## config.mk

```make
export PLATFORM = sky130hd
export DESIGN_NAME = lbs_ctrl
export DESIGN_NICKNAME = d
export VERILOG_FILES = /design/src/lbs_pkg.sv /design/src/lbs_ctrl.sv
export SDC_FILE = /design/constraint.sdc
export NUM_CORES = 1
export LEC_CHECK = 0
export ABC_AREA = 1
export BUFFER_PORTS_ARGS = -buffer_cell sky130_fd_sc_hd__buf_4
export CAP_MARGIN = 20
export CORE_MARGIN = 5
export CORE_UTILIZATION = 53
export CTS_CLUSTER_SIZE = 14
export DETAILED_ROUTE_END_ITERATION = 7
export PLACE_DENSITY = 0.91
export SKIP_CTS_REPAIR_TIMING = 1
export SLEW_MARGIN = 20
export SYNTH_ARGS = -nofsm -noshare
export SYNTH_HDL_FRONTEND = slang
export SYNTH_SLANG_ARGS = --single-unit
```

## constraint.sdc

```tcl
create_clock -name clk -period 1.9 [get_ports clk]
set_clock_uncertainty 0.1 [all_clocks]
set_input_delay 0.095 -clock clk [delete_from_list [all_inputs] [get_ports clk]]
set_output_delay 0.095 -clock clk [all_outputs]
set_load 0.02 [all_outputs]
```

## src/lbs_pkg.sv

```systemverilog
`timescale 1ns / 1ps

package lbs_pkg;

    localparam int MAX_GROUPS       = 64;
    localparam int COORD_FRAC_BITS  = 16;
    localparam int MATRIX_FRAC_BITS = 16;

    localparam int NUM_SLOTS = MAX_GROUPS + 2;
    localparam int SLOT_IW   = $clog2(NUM_SLOTS);
    localparam int ELEMS     = 12;
    localparam int MEM_DEPTH = NUM_SLOTS * ELEMS;
    localparam int MEM_AW    = $clog2(MEM_DEPTH);

    localparam logic [3:0]  ELEM_VALID = 4'd12;
    localparam logic [3:0]  ELEM_LAST  = 4'd11;
    localparam logic [23:0] TOTAL_MAX  = 24'hFF_FFFF;
    localparam logic [63:0] QUOT_LIMIT = 64'd1 << 40;

    localparam logic signed [32:0] ONE_COORD = 33'(64'd1 << COORD_FRAC_BITS);
    localparam logic signed [63:0] ROUND_HALF = 64'(64'd1 << (MATRIX_FRAC_BITS - 1));

    typedef enum logic [1:0] {
        REQ_LOAD   = 2'd0,
        REQ_VERTEX = 2'd1,
        REQ_INFL   = 2'd2,
        REQ_NONE   = 2'd3
    } req_code_t;

    typedef enum logic [1:0] {
        SEL_TO_ARM,
        SEL_TO_TGT,
        SEL_BONE
    } slot_sel_t;

    typedef struct packed {
        logic [1:0]         req_type;
        logic [6:0]         matrix_slot;
        logic [3:0]         matrix_element;
        logic signed [23:0] matrix_value;
        logic signed [31:0] vert_x;
        logic signed [31:0] vert_y;
        logic signed [31:0] vert_z;
        logic               vert_no_influences;
        logic [7:0]         infl_group;
        logic [16:0]        infl_weight;
        logic               infl_last;
    } in_item_t;

    typedef struct packed {
        logic signed [31:0] out_x;
        logic signed [31:0] out_y;
        logic signed [31:0] out_z;
        logic               was_deformed;
    } out_item_t;

    typedef struct packed {
        logic       load;
        logic       capture;
        logic       tin_from_in;
        logic       tin_from_arm;
        logic       xf_start;
        logic       xf_rd;
        logic       xf_mul;
        logic       xf_acc;
        slot_sel_t  slot_sel;
        logic [3:0] elem;
        logic       arm_from_tout;
        logic       clear_acc;
        logic [1:0] lane;
        logic       d_mul;
        logic       d_acc;
        logic       tot_acc;
        logic       set_deformed;
        logic       clr_deformed;
        logic       div_load;
        logic [1:0] div_lane;
        logic       div_step;
        logic       fix;
        logic       out_load;
    } cmd_t;

    typedef struct packed {
        logic no_infl;
        logic last;
        logic group_ok;
        logic total_zero;
        logic out_free;
    } sts_t;

    function automatic logic signed [31:0] sat32(input logic signed [63:0] v);
        logic signed [31:0] r;
        if (v > 64'sd2147483647)
            r = 32'sh7FFF_FFFF;
        else if (v < -64'sd2147483648)
            r = 32'sh8000_0000;
        else
            r = v[31:0];
        return r;
    endfunction

endpackage

```

## src/lbs_ctrl.sv

```systemverilog
`timescale 1ns / 1ps

module lbs_ctrl
(
    input  logic            clk,
    input  logic            rst_n,
    input  logic            in_valid,
    input  logic [1:0]      in_req,
    input  lbs_pkg::sts_t   sts,
    output logic            in_ready,
    output lbs_pkg::cmd_t   cmd
);

    typedef enum logic [3:0] {
        S_IDLE,
        S_INFL_CHK,
        S_XF_RD,
        S_XF_MUL,
        S_XF_ACC,
        S_XF_DONE,
        S_D_MUL,
        S_D_ACC,
        S_TOT,
        S_EMIT,
        S_DIV,
        S_FIX,
        S_OUT
    } state_t;

    typedef enum logic [1:0] {
        JOB_VERT,
        JOB_BONE,
        JOB_EMIT
    } job_t;

    state_t              state_reg, state_next;
    job_t                job_reg, job_next;
    lbs_pkg::slot_sel_t  sel_reg, sel_next;
    logic [3:0]          elem_reg, elem_next;
    logic [1:0]          lane_reg, lane_next;
    logic [5:0]          cnt_reg, cnt_next;

    always_comb
    begin
        state_next = state_reg;
        job_next   = job_reg;
        sel_next   = sel_reg;
        elem_next  = elem_reg;
        lane_next  = lane_reg;
        cnt_next   = cnt_reg;
        in_ready   = 1'b0;
        cmd        = '0;
        cmd.slot_sel = sel_reg;
        cmd.elem     = elem_reg;
        cmd.lane     = lane_reg;
        cmd.div_lane = lane_reg;

        case (state_reg)
            S_IDLE:
            begin
                in_ready = 1'b1;
                if (in_valid)
                begin
                    case (in_req)
                        lbs_pkg::REQ_LOAD:
                        begin
                            cmd.load = 1'b1;
                        end
                        lbs_pkg::REQ_VERTEX:
                        begin
                            cmd.capture     = 1'b1;
                            cmd.tin_from_in = 1'b1;
                            cmd.xf_start    = 1'b1;
                            sel_next   = lbs_pkg::SEL_TO_ARM;
                            elem_next  = 4'd0;
                            job_next   = JOB_VERT;
                            state_next = S_XF_RD;
                        end
                        lbs_pkg::REQ_INFL:
                        begin
                            cmd.capture = 1'b1;
                            state_next  = S_INFL_CHK;
                        end
                        default:
                        begin
                        end
                    endcase
                end
            end
            S_INFL_CHK:
            begin
                if (sts.group_ok)
                begin
                    cmd.tin_from_arm = 1'b1;
                    cmd.xf_start     = 1'b1;
                    sel_next   = lbs_pkg::SEL_BONE;
                    elem_next  = 4'd0;
                    job_next   = JOB_BONE;
                    state_next = S_XF_RD;
                end
                else if (sts.last)
                    state_next = S_EMIT;
                else
                    state_next = S_IDLE;
            end
            S_XF_RD:
            begin
                cmd.xf_rd  = 1'b1;
                state_next = S_XF_MUL;
            end
            S_XF_MUL:
            begin
                cmd.xf_mul = 1'b1;
                state_next = S_XF_ACC;
            end
            S_XF_ACC:
            begin
                cmd.xf_acc = 1'b1;
                if (elem_reg == lbs_pkg::ELEM_LAST)
                    state_next = S_XF_DONE;
                else
                begin
                    elem_next  = elem_reg + 4'd1;
                    state_next = S_XF_RD;
                end
            end
            S_XF_DONE:
            begin
                case (job_reg)
                    JOB_VERT:
                    begin
                        cmd.arm_from_tout = 1'b1;
                        cmd.clear_acc     = 1'b1;
                        state_next = sts.no_infl ? S_EMIT : S_IDLE;
                    end
                    JOB_BONE:
                    begin
                        lane_next  = 2'd0;
                        state_next = S_D_MUL;
                    end
                    default:
                    begin
                        state_next = S_OUT;
                    end
                endcase
            end
            S_D_MUL:
            begin
                cmd.d_mul  = 1'b1;
                state_next = S_D_ACC;
            end
            S_D_ACC:
            begin
                cmd.d_acc = 1'b1;
                if (lane_reg == 2'd2)
                    state_next = S_TOT;
                else
                begin
                    lane_next  = lane_reg + 2'd1;
                    state_next = S_D_MUL;
                end
            end
            S_TOT:
            begin
                cmd.tot_acc = 1'b1;
                state_next  = sts.last ? S_EMIT : S_IDLE;
            end
            S_EMIT:
            begin
                if (sts.total_zero)
                begin
                    cmd.clr_deformed = 1'b1;
                    cmd.tin_from_arm = 1'b1;
                    cmd.xf_start     = 1'b1;
                    sel_next   = lbs_pkg::SEL_TO_TGT;
                    elem_next  = 4'd0;
                    job_next   = JOB_EMIT;
                    state_next = S_XF_RD;
                end
                else
                begin
                    cmd.set_deformed = 1'b1;
                    cmd.div_load     = 1'b1;
                    cmd.div_lane     = 2'd0;
                    lane_next  = 2'd0;
                    cnt_next   = 6'd0;
                    state_next = S_DIV;
                end
            end
            S_DIV:
            begin
                cmd.div_step = 1'b1;
                cnt_next     = cnt_reg + 6'd1;
                if (cnt_reg == 6'd63)
                    state_next = S_FIX;
            end
            S_FIX:
            begin
                cmd.fix = 1'b1;
                if (lane_reg == 2'd2)
                begin
                    cmd.xf_start = 1'b1;
                    sel_next   = lbs_pkg::SEL_TO_TGT;
                    elem_next  = 4'd0;
                    job_next   = JOB_EMIT;
                    state_next = S_XF_RD;
                end
                else
                begin
                    cmd.div_load = 1'b1;
                    cmd.div_lane = lane_reg + 2'd1;
                    lane_next    = lane_reg + 2'd1;
                    cnt_next     = 6'd0;
                    state_next   = S_DIV;
                end
            end
            S_OUT:
            begin
                if (sts.out_free)
                begin
                    cmd.out_load = 1'b1;
                    state_next   = S_IDLE;
                end
            end
            default:
            begin
                state_next = S_IDLE;
            end
        endcase
    end

    always_ff @(posedge clk or negedge rst_n)
    begin
        if (!rst_n)
        begin
            state_reg <= S_IDLE;
            job_reg   <= JOB_VERT;
            sel_reg   <= lbs_pkg::SEL_TO_ARM;
            elem_reg  <= 4'd0;
            lane_reg  <= 2'd0;
            cnt_reg   <= 6'd0;
        end
        else
        begin
            state_reg <= state_next;
            job_reg   <= job_next;
            sel_reg   <= sel_next;
            elem_reg  <= elem_next;
            lane_reg  <= lane_next;
            cnt_reg   <= cnt_next;
        end
    end

endmodule

```

==> results of run 1 <==
-- area by class of cell --
type | count | area share, %
multi-input cells | 176 | 47.5
inverters | 36 | 6.56
clock buffers | 4 | 1.73
well taps | 31 | 1.85
repair buffers | 57 | 20.6
flip-flops and latches | 18 | 21.7
-- where the power goes --
part / leakage, nW / total [mW] / internal, mW / switching, mW
logic: 0.895 / 1.52 / 0.611 / 0.906
registers: 0.232 / 0.651 / 0.493 / 0.158
clock network: 0.0210 / 0.257 / 0.117 / 0.140
total: 1.15 / 2.42 / 1.22 / 1.20
-- path summary, 6_finish.rpt --
check                          endpoint  slack (ns)  cells past startpoint
max in group asynchronous  state_reg[1]        1.40                      2
hold / removal              lane_reg[1]        0.07                      2
min in group clk             sel_reg[0]        0.11                      4
setup reg to reg            elem_reg[3]        0.23                     10
setup / recovery                cmd[24]        0.05                      8
hold reg to reg              cnt_reg[1]        0.41                      2
-- layout by cell type (no fill, tap or decap), drive strengths merged, types with 2 or more instances in the layout --
cell type / n
ha: 7
clkbuf: 4
o21ai: 13
nand3b: 2
nand3: 25
nand4: 4
nand2: 67
buf: 55
inv: 36
or2: 2
xor2: 2
a21oi: 4
nor2: 46
nor3: 2
dlygate4sd3: 2
dfrtp: 18
-- per-stage QoR --
| step | utilization [%] | instances | setup TNS, ns |
|---|---|---|---|
| floorplan | - | 232 | 0 |
| global placement | 67.5 | 300 | 0 |
| detailed placement | 67.5 | 300 | 0 |
| CTS | 68.8 | 304 | -0.272 |
| global route | 75.4 | 322 | -0.181 |
| finish | 75.4 | 322 | 0 |
-- cell families after synthesis --
| group | after synthesis |
|---|---|
| and+or+nand+nor | 148 |
| buffers and inverters | 38 |
| AOI/OAI and AO/OA | 19 |
| DFF | 18 |
| adders and majority gates | 7 |
| xor gates and xnor gates | 2 |
-- routing by layer --
layer	vias to the layer above	global-route usage (%)	part of all wire [%]
met5	-	0	0
met4	0	6.87	2.7
met3	17	4.03	8.5
met2	80	32.2	50
met1	773	25.2	39
li1	847	-	-
==> flow_summary_export.csv, run 1 <==
group,metric,value,unit
critical_path,cp.required,1.70,ns
synth,asyncSetResetFlopFracSynth,100,%
floorplanning,placementRows,19,
cts,clk_sinks,18,
synth,yosys-mux-area-fraction,0,%
cts,clock_tree.buffer_depth,2,
synth,postSynthNetCount,249,
global_routing,grt_antenna_before_repair,0,
synth,synth-xor-area-share,1.12,%
global_routing,grt_pass1_vias,1482,
route,via_total_after_detailed_routing,1717,
route,drt_iter0_markers,109,
route,route.detailed.vias_per_inst,5.33,
critical_path,timing.critical_path.slowest_stage_cell,"dfrtp_2",
floorplanning,die-height,64.2,um
timing,timing_max_transition_violations_final,0,
critical_path,critical_path_buf_inv_count,3,
timing,finalHoldViolations,0,
critical_path,critical_path_arrival,1.65,ns
floorplanning,fp.dieArea,4130,um^2
floorplanning,initial_core_util,56.1,%
synth,netlist_area,1560,um^2
cts,insertion_delay,0.31,ns
global_routing,largest_net_degree_at_the_start_of_global_routing,19,
route,drt_drc_violations_left,0,
route,drtAntennaViolNets,0,
timing,unrepaired_setup_endpoints_after_global_routing,"true",
synth,synth_top_area_share,28.9,%
global_routing,wire_length_of_the_first_global_routing_pass,6.55,mm
critical_path,timing.critical_path.fanout_max,7,
synth,yosys.cell_types.count,27,
floorplanning,fp.dieW,64.2,um
cts,clock_tree.root_cell,"clkbuf_4",
synth,synth-main-ff-cell,"dfrtp_1",
layout,post_route_cells_drive_above_1_share,36.4,%
synth,number_of_warning_messages_in_the_yosys_log,0,
timing,holdWs,0.0705,ns
layout,area.growth.synth_to_final,34.6,%
critical_path,timing.critical_path.from_type,"flop",
critical_path,category_of_the_worst_setup_path_capture_point,"primary output",
synth,most_repeated_cell_in_the_gate_level_netlist_after_synthesis,"nand2_1",
layout,layout.nets,309,
route,drt_pre_antenna_iters,6,
timing,maxClockFrequency,541,MHz
floorplanning,io_pins,40,
synth,ys_top_cells_by_count,"nand2_1 (56), nor2_1 (34), inv_1 (30), nand3_1 (24), dfrtp_1 (18)",
timing,fin_crit,1.85,ns
pwr,p_leak,1.15,nW
global_routing,grt.overflow.total,0,
synth,synth_edf_count,0,
placement,buffer_ports.inserted,39,
synth,ys_ff_latch,18,
route,wl,4.49,mm
outcome,run_status,"finished clean",
pwr,cellPowerDensity,1160,nW/um^2
cts,tritoncts.num_buffers,3,
synth,synth_seq_area_share,28.9,%
placement,detailedPlace.worstSlack,0.253,ns
cts,cts-htree-levels,1,
synth,synth-simple-area-share,48.3,%
cts,clock_tree_from_tritoncts,"done",
pwr,vdd_drop_max,0.873,mV
critical_path,timing.critical_path.from,"state_reg[3]",
synth,synthTopCellsByArea,"dfrtp_1 (29%), nand2_1 (13%), nor2_1 (8.2%), nand3_1 (7.7%), inv_1 (7.2%)",
placement,dp_hpwl,3.21,mm
timing,worstMarginPinSlew,0.253,ns
floorplanning,design.core.area,2780,um^2
critical_path,worst_path_largest_cell_delay,0.50,ns
timing,final_min_period_over_clock_period,97.4,%
worst_hold_path,worst_hold_path_type,"input port to async pin",
timing,setup_viol_count_final,0,
layout,multiInputGateArea,997,um^2
global_routing,grt_usage,19.5,%
timing,worst_slack,0.0502,ns
pwr,finalPower,2.42,mW
placement,gp_routability_congestion,0.972,
critical_path,timing.critical_path.cells,"nor2_4, nand2_4, inv_2, nand3_4, nand2_2, nor2_2, inv_1, buf_4",
layout,final_area,2100,um^2
critical_path,reg2reg_from,"state_reg[0]",
critical_path,crit_family,"simple AND/OR/NAND/NOR gates",
layout,antenna_diode_count,0,
job,timing.max_cap.violations,0,
layout,fill_cell_instance_count_of_the_final_layout,214,
synth,synth_compound_gate_area_share,6.58,%
synth,syn-instance-count,232,
critical_path,criticalPathCategory,"flop to primary output",
synth,main_combinational_cell_family_by_area_after_synthesis,"simple AND/OR/NAND/NOR gates",
placement,place_area,1880,um^2
synth,post-synth-top-area-cell,"dfrtp_1",
cts,worst_setup_hold_path_clk_slew,0.12,ns
layout,regArea,455,um^2
timing,relSlewSlack,83.1,%
synth,avgSynthCellArea,6.72,um^2
synth,synth_adder_area_share,5.62,%
layout,largest_register_ffs,6,
route,wl_per_cell,13.9,um
(Power assumes the default switching activity.)
==> inputs of run 2 (changes only) <==
--- a/config.mk
+++ b/config.mk
@@ -12,6 +12,7 @@
 export CORE_UTILIZATION = 53
 export CTS_CLUSTER_SIZE = 14
 export DETAILED_ROUTE_END_ITERATION = 7
+export GPL_TIMING_DRIVEN = 0
 export PLACE_DENSITY = 0.91
 export SKIP_CTS_REPAIR_TIMING = 1
 export SLEW_MARGIN = 20
==> flow_summary_export.csv, run 2 (synthesis gave the netlist of run 1 again) <==
group,metric,value,unit
timing,holdWs,0.0855,ns
pwr,power.net_switching,1.13,mW
cts,clock_tree.root_cell,"clkbuf_4",
floorplanning,io_pins,40,
critical_path,timing.critical_path.from,"state_reg[2]",
floorplanning,design.core.area,2780,um^2
layout,utilization,72.7,%
layout,most-common-layout-cells,"nand2_1 (54), buf_4 (45), nor2_1 (33)",
floorplanning,placementRows,19,
timing,relSlewSlack,84.0,%
pwr,swShare,50.2,%
cts,clock_tree_from_tritoncts,"done",
route,drtAntennaViolNets,0,
outcome,run_status,"finished clean",
route,wl,4.13,mm
cts,clk_sinks,18,
pwr,power.share.clock,10.6,%
cts,insertion_delay,0.30,ns
pwr,power_frac_seq,28.3,%
pwr,cellPowerDensity,1110,nW/um^2
global_routing,grt_antenna_before_repair,0,
critical_path,timing.critical_path.from_type,"flop",
layout,mostFrequentLayoutCell,"nand2_1",
timing,maxClockFrequency,535,MHz
layout,post_route_cells_drive_above_1_share,33.3,%
global_routing,wire_length_of_the_first_global_routing_pass,6.32,mm
critical_path,reg2reg_from,"state_reg[0]",
route,wl_per_cell,13.2,um
layout,largest_register_ffs,6,
pwr,vdd_drop_max,0.886,mV
placement,detailedPlace.worstSlack,0.229,ns
floorplanning,fp.dieArea,4130,um^2
cts,clock_tree.buffer_depth,2,
timing,fin_crit,1.87,ns
placement,gp_routability_congestion,0.899,
layout,fill_cell_instance_count_of_the_final_layout,244,
route,drt_pre_antenna_iters,6,
layout,antenna_diode_count,0,
timing,worstMarginPinSlew,0.239,ns
route,drt_iter0_markers,75,
timing,setup_tns,0,ns
global_routing,grt_pass1_vias,1461,
route,route.detailed.vias_per_inst,5.35,
job,timing.max_cap.violations,0,
placement,buffer_ports.inserted,39,
timing,setup_viol_count_final,0,
timing,timing_max_transition_violations_final,0,
timing,finalHoldViolations,0,
critical_path,worst_path_largest_cell_delay,0.51,ns
critical_path,crit_family,"simple AND/OR/NAND/NOR gates",
route,drt_drc_violations_left,0,
layout,layout.nets,300,
pwr,p_leak,1.11,nW
global_routing,grt.overflow.total,0,
critical_path,timing.critical_path.slowest_stage_cell,"dfrtp_2",
floorplanning,die-height,64.2,um
layout,area.growth.synth_to_final,29.7,%
global_routing,largest_net_degree_at_the_start_of_global_routing,19,
pwr,finalPower,2.25,mW
timing,worst_slack,0.0307,ns
cts,worst_setup_hold_path_clk_slew,0.12,ns
floorplanning,initial_core_util,56.1,%
worst_hold_path,worst_hold_path_type,"input port to async pin",
timing,final_min_period_over_clock_period,98.4,%
critical_path,cp.required,1.70,ns
critical_path,critical_path_buf_inv_count,3,
global_routing,grt_usage,18.6,%
critical_path,criticalPathCategory,"flop to primary output",
cts,tritoncts.num_buffers,3,
route,via_total_after_detailed_routing,1673,
pwr,intPower,1.12,mW
critical_path,category_of_the_worst_setup_path_capture_point,"primary output",
critical_path,timing.critical_path.cells,"nor2_4, nand2_4, inv_2, nand3_2, nand2_2, nor2_2, inv_1, buf_4",
pwr,share_comb_of_total_power,61.1,%
cts,cts-htree-levels,1,
timing,unrepaired_setup_endpoints_after_global_routing,"true",
placement,dp_hpwl,3.14,mm
critical_path,critical_path_arrival,1.67,ns
floorplanning,fp.dieW,64.2,um
critical_path,timing.critical_path.fanout_max,6,
-- run 2: changes by cell type in the layout (fill, tap and decap cells not counted), sizes merged --
cell,change
buf,-9
-- run 2: path summary, 6_finish.rpt --
| path | endpoint | slack, ns | cells past startpoint |
|---|---|---|---|
| hold / removal | job_reg[0] | 0.09 | 2 |
| max in group asynchronous | state_reg[1] | 1.37 | 2 |
| setup reg to reg | elem_reg[1] | 0.20 | 11 |
| hold reg to reg | cnt_reg[0] | 0.42 | 1 |
| min in group clk | state_reg[2] | 0.09 | 4 |
| setup / recovery | cmd[24] | 0.03 | 8 |
-- run 2: stage by stage --
stage / cells / cell area (um^2)
after CTS: 306 / 1930
final: 313 / 2020
after global routing: 313 / 2020
after floorplan: 232 / 1560
after detailed placement: 302 / 1890
after global placement: 302 / 1890
-- run 2: cell type report --
type                    instances  area, um^2  share of cell area, %
flip-flops and latches         18         454                   22.5
inverters                      36         135                   6.68
well taps                      31        38.8                   1.92
multi-input cells             176         988                   48.9
plain buffers                   2        18.8                  0.928
clock buffers                   4        36.3                   1.79
repair buffers                 46         350                   17.3
-- run 2: metal layers --
metal	part of all wire, %	wire length (um)	vias up	GRT usage (%)
met5	0	0	-	0
met4	2.2	91	0	5.09
met3	7.7	316	14	3.50
met2	49	2040	83	31.4
met1	41	1680	750	24.2
li1	-	-	826	-
-- run 2: power by group through the flow --
stage	Sequential, mW	Combinational, mW	Clock [mW]
floorplan	0.635	0.894	0
global placement	0.625	1.24	0
detailed placement	0.629	1.26	0
CTS	0.623	1.27	0.247
global route	0.655	1.51	0.265
finish	0.637	1.37	0.238
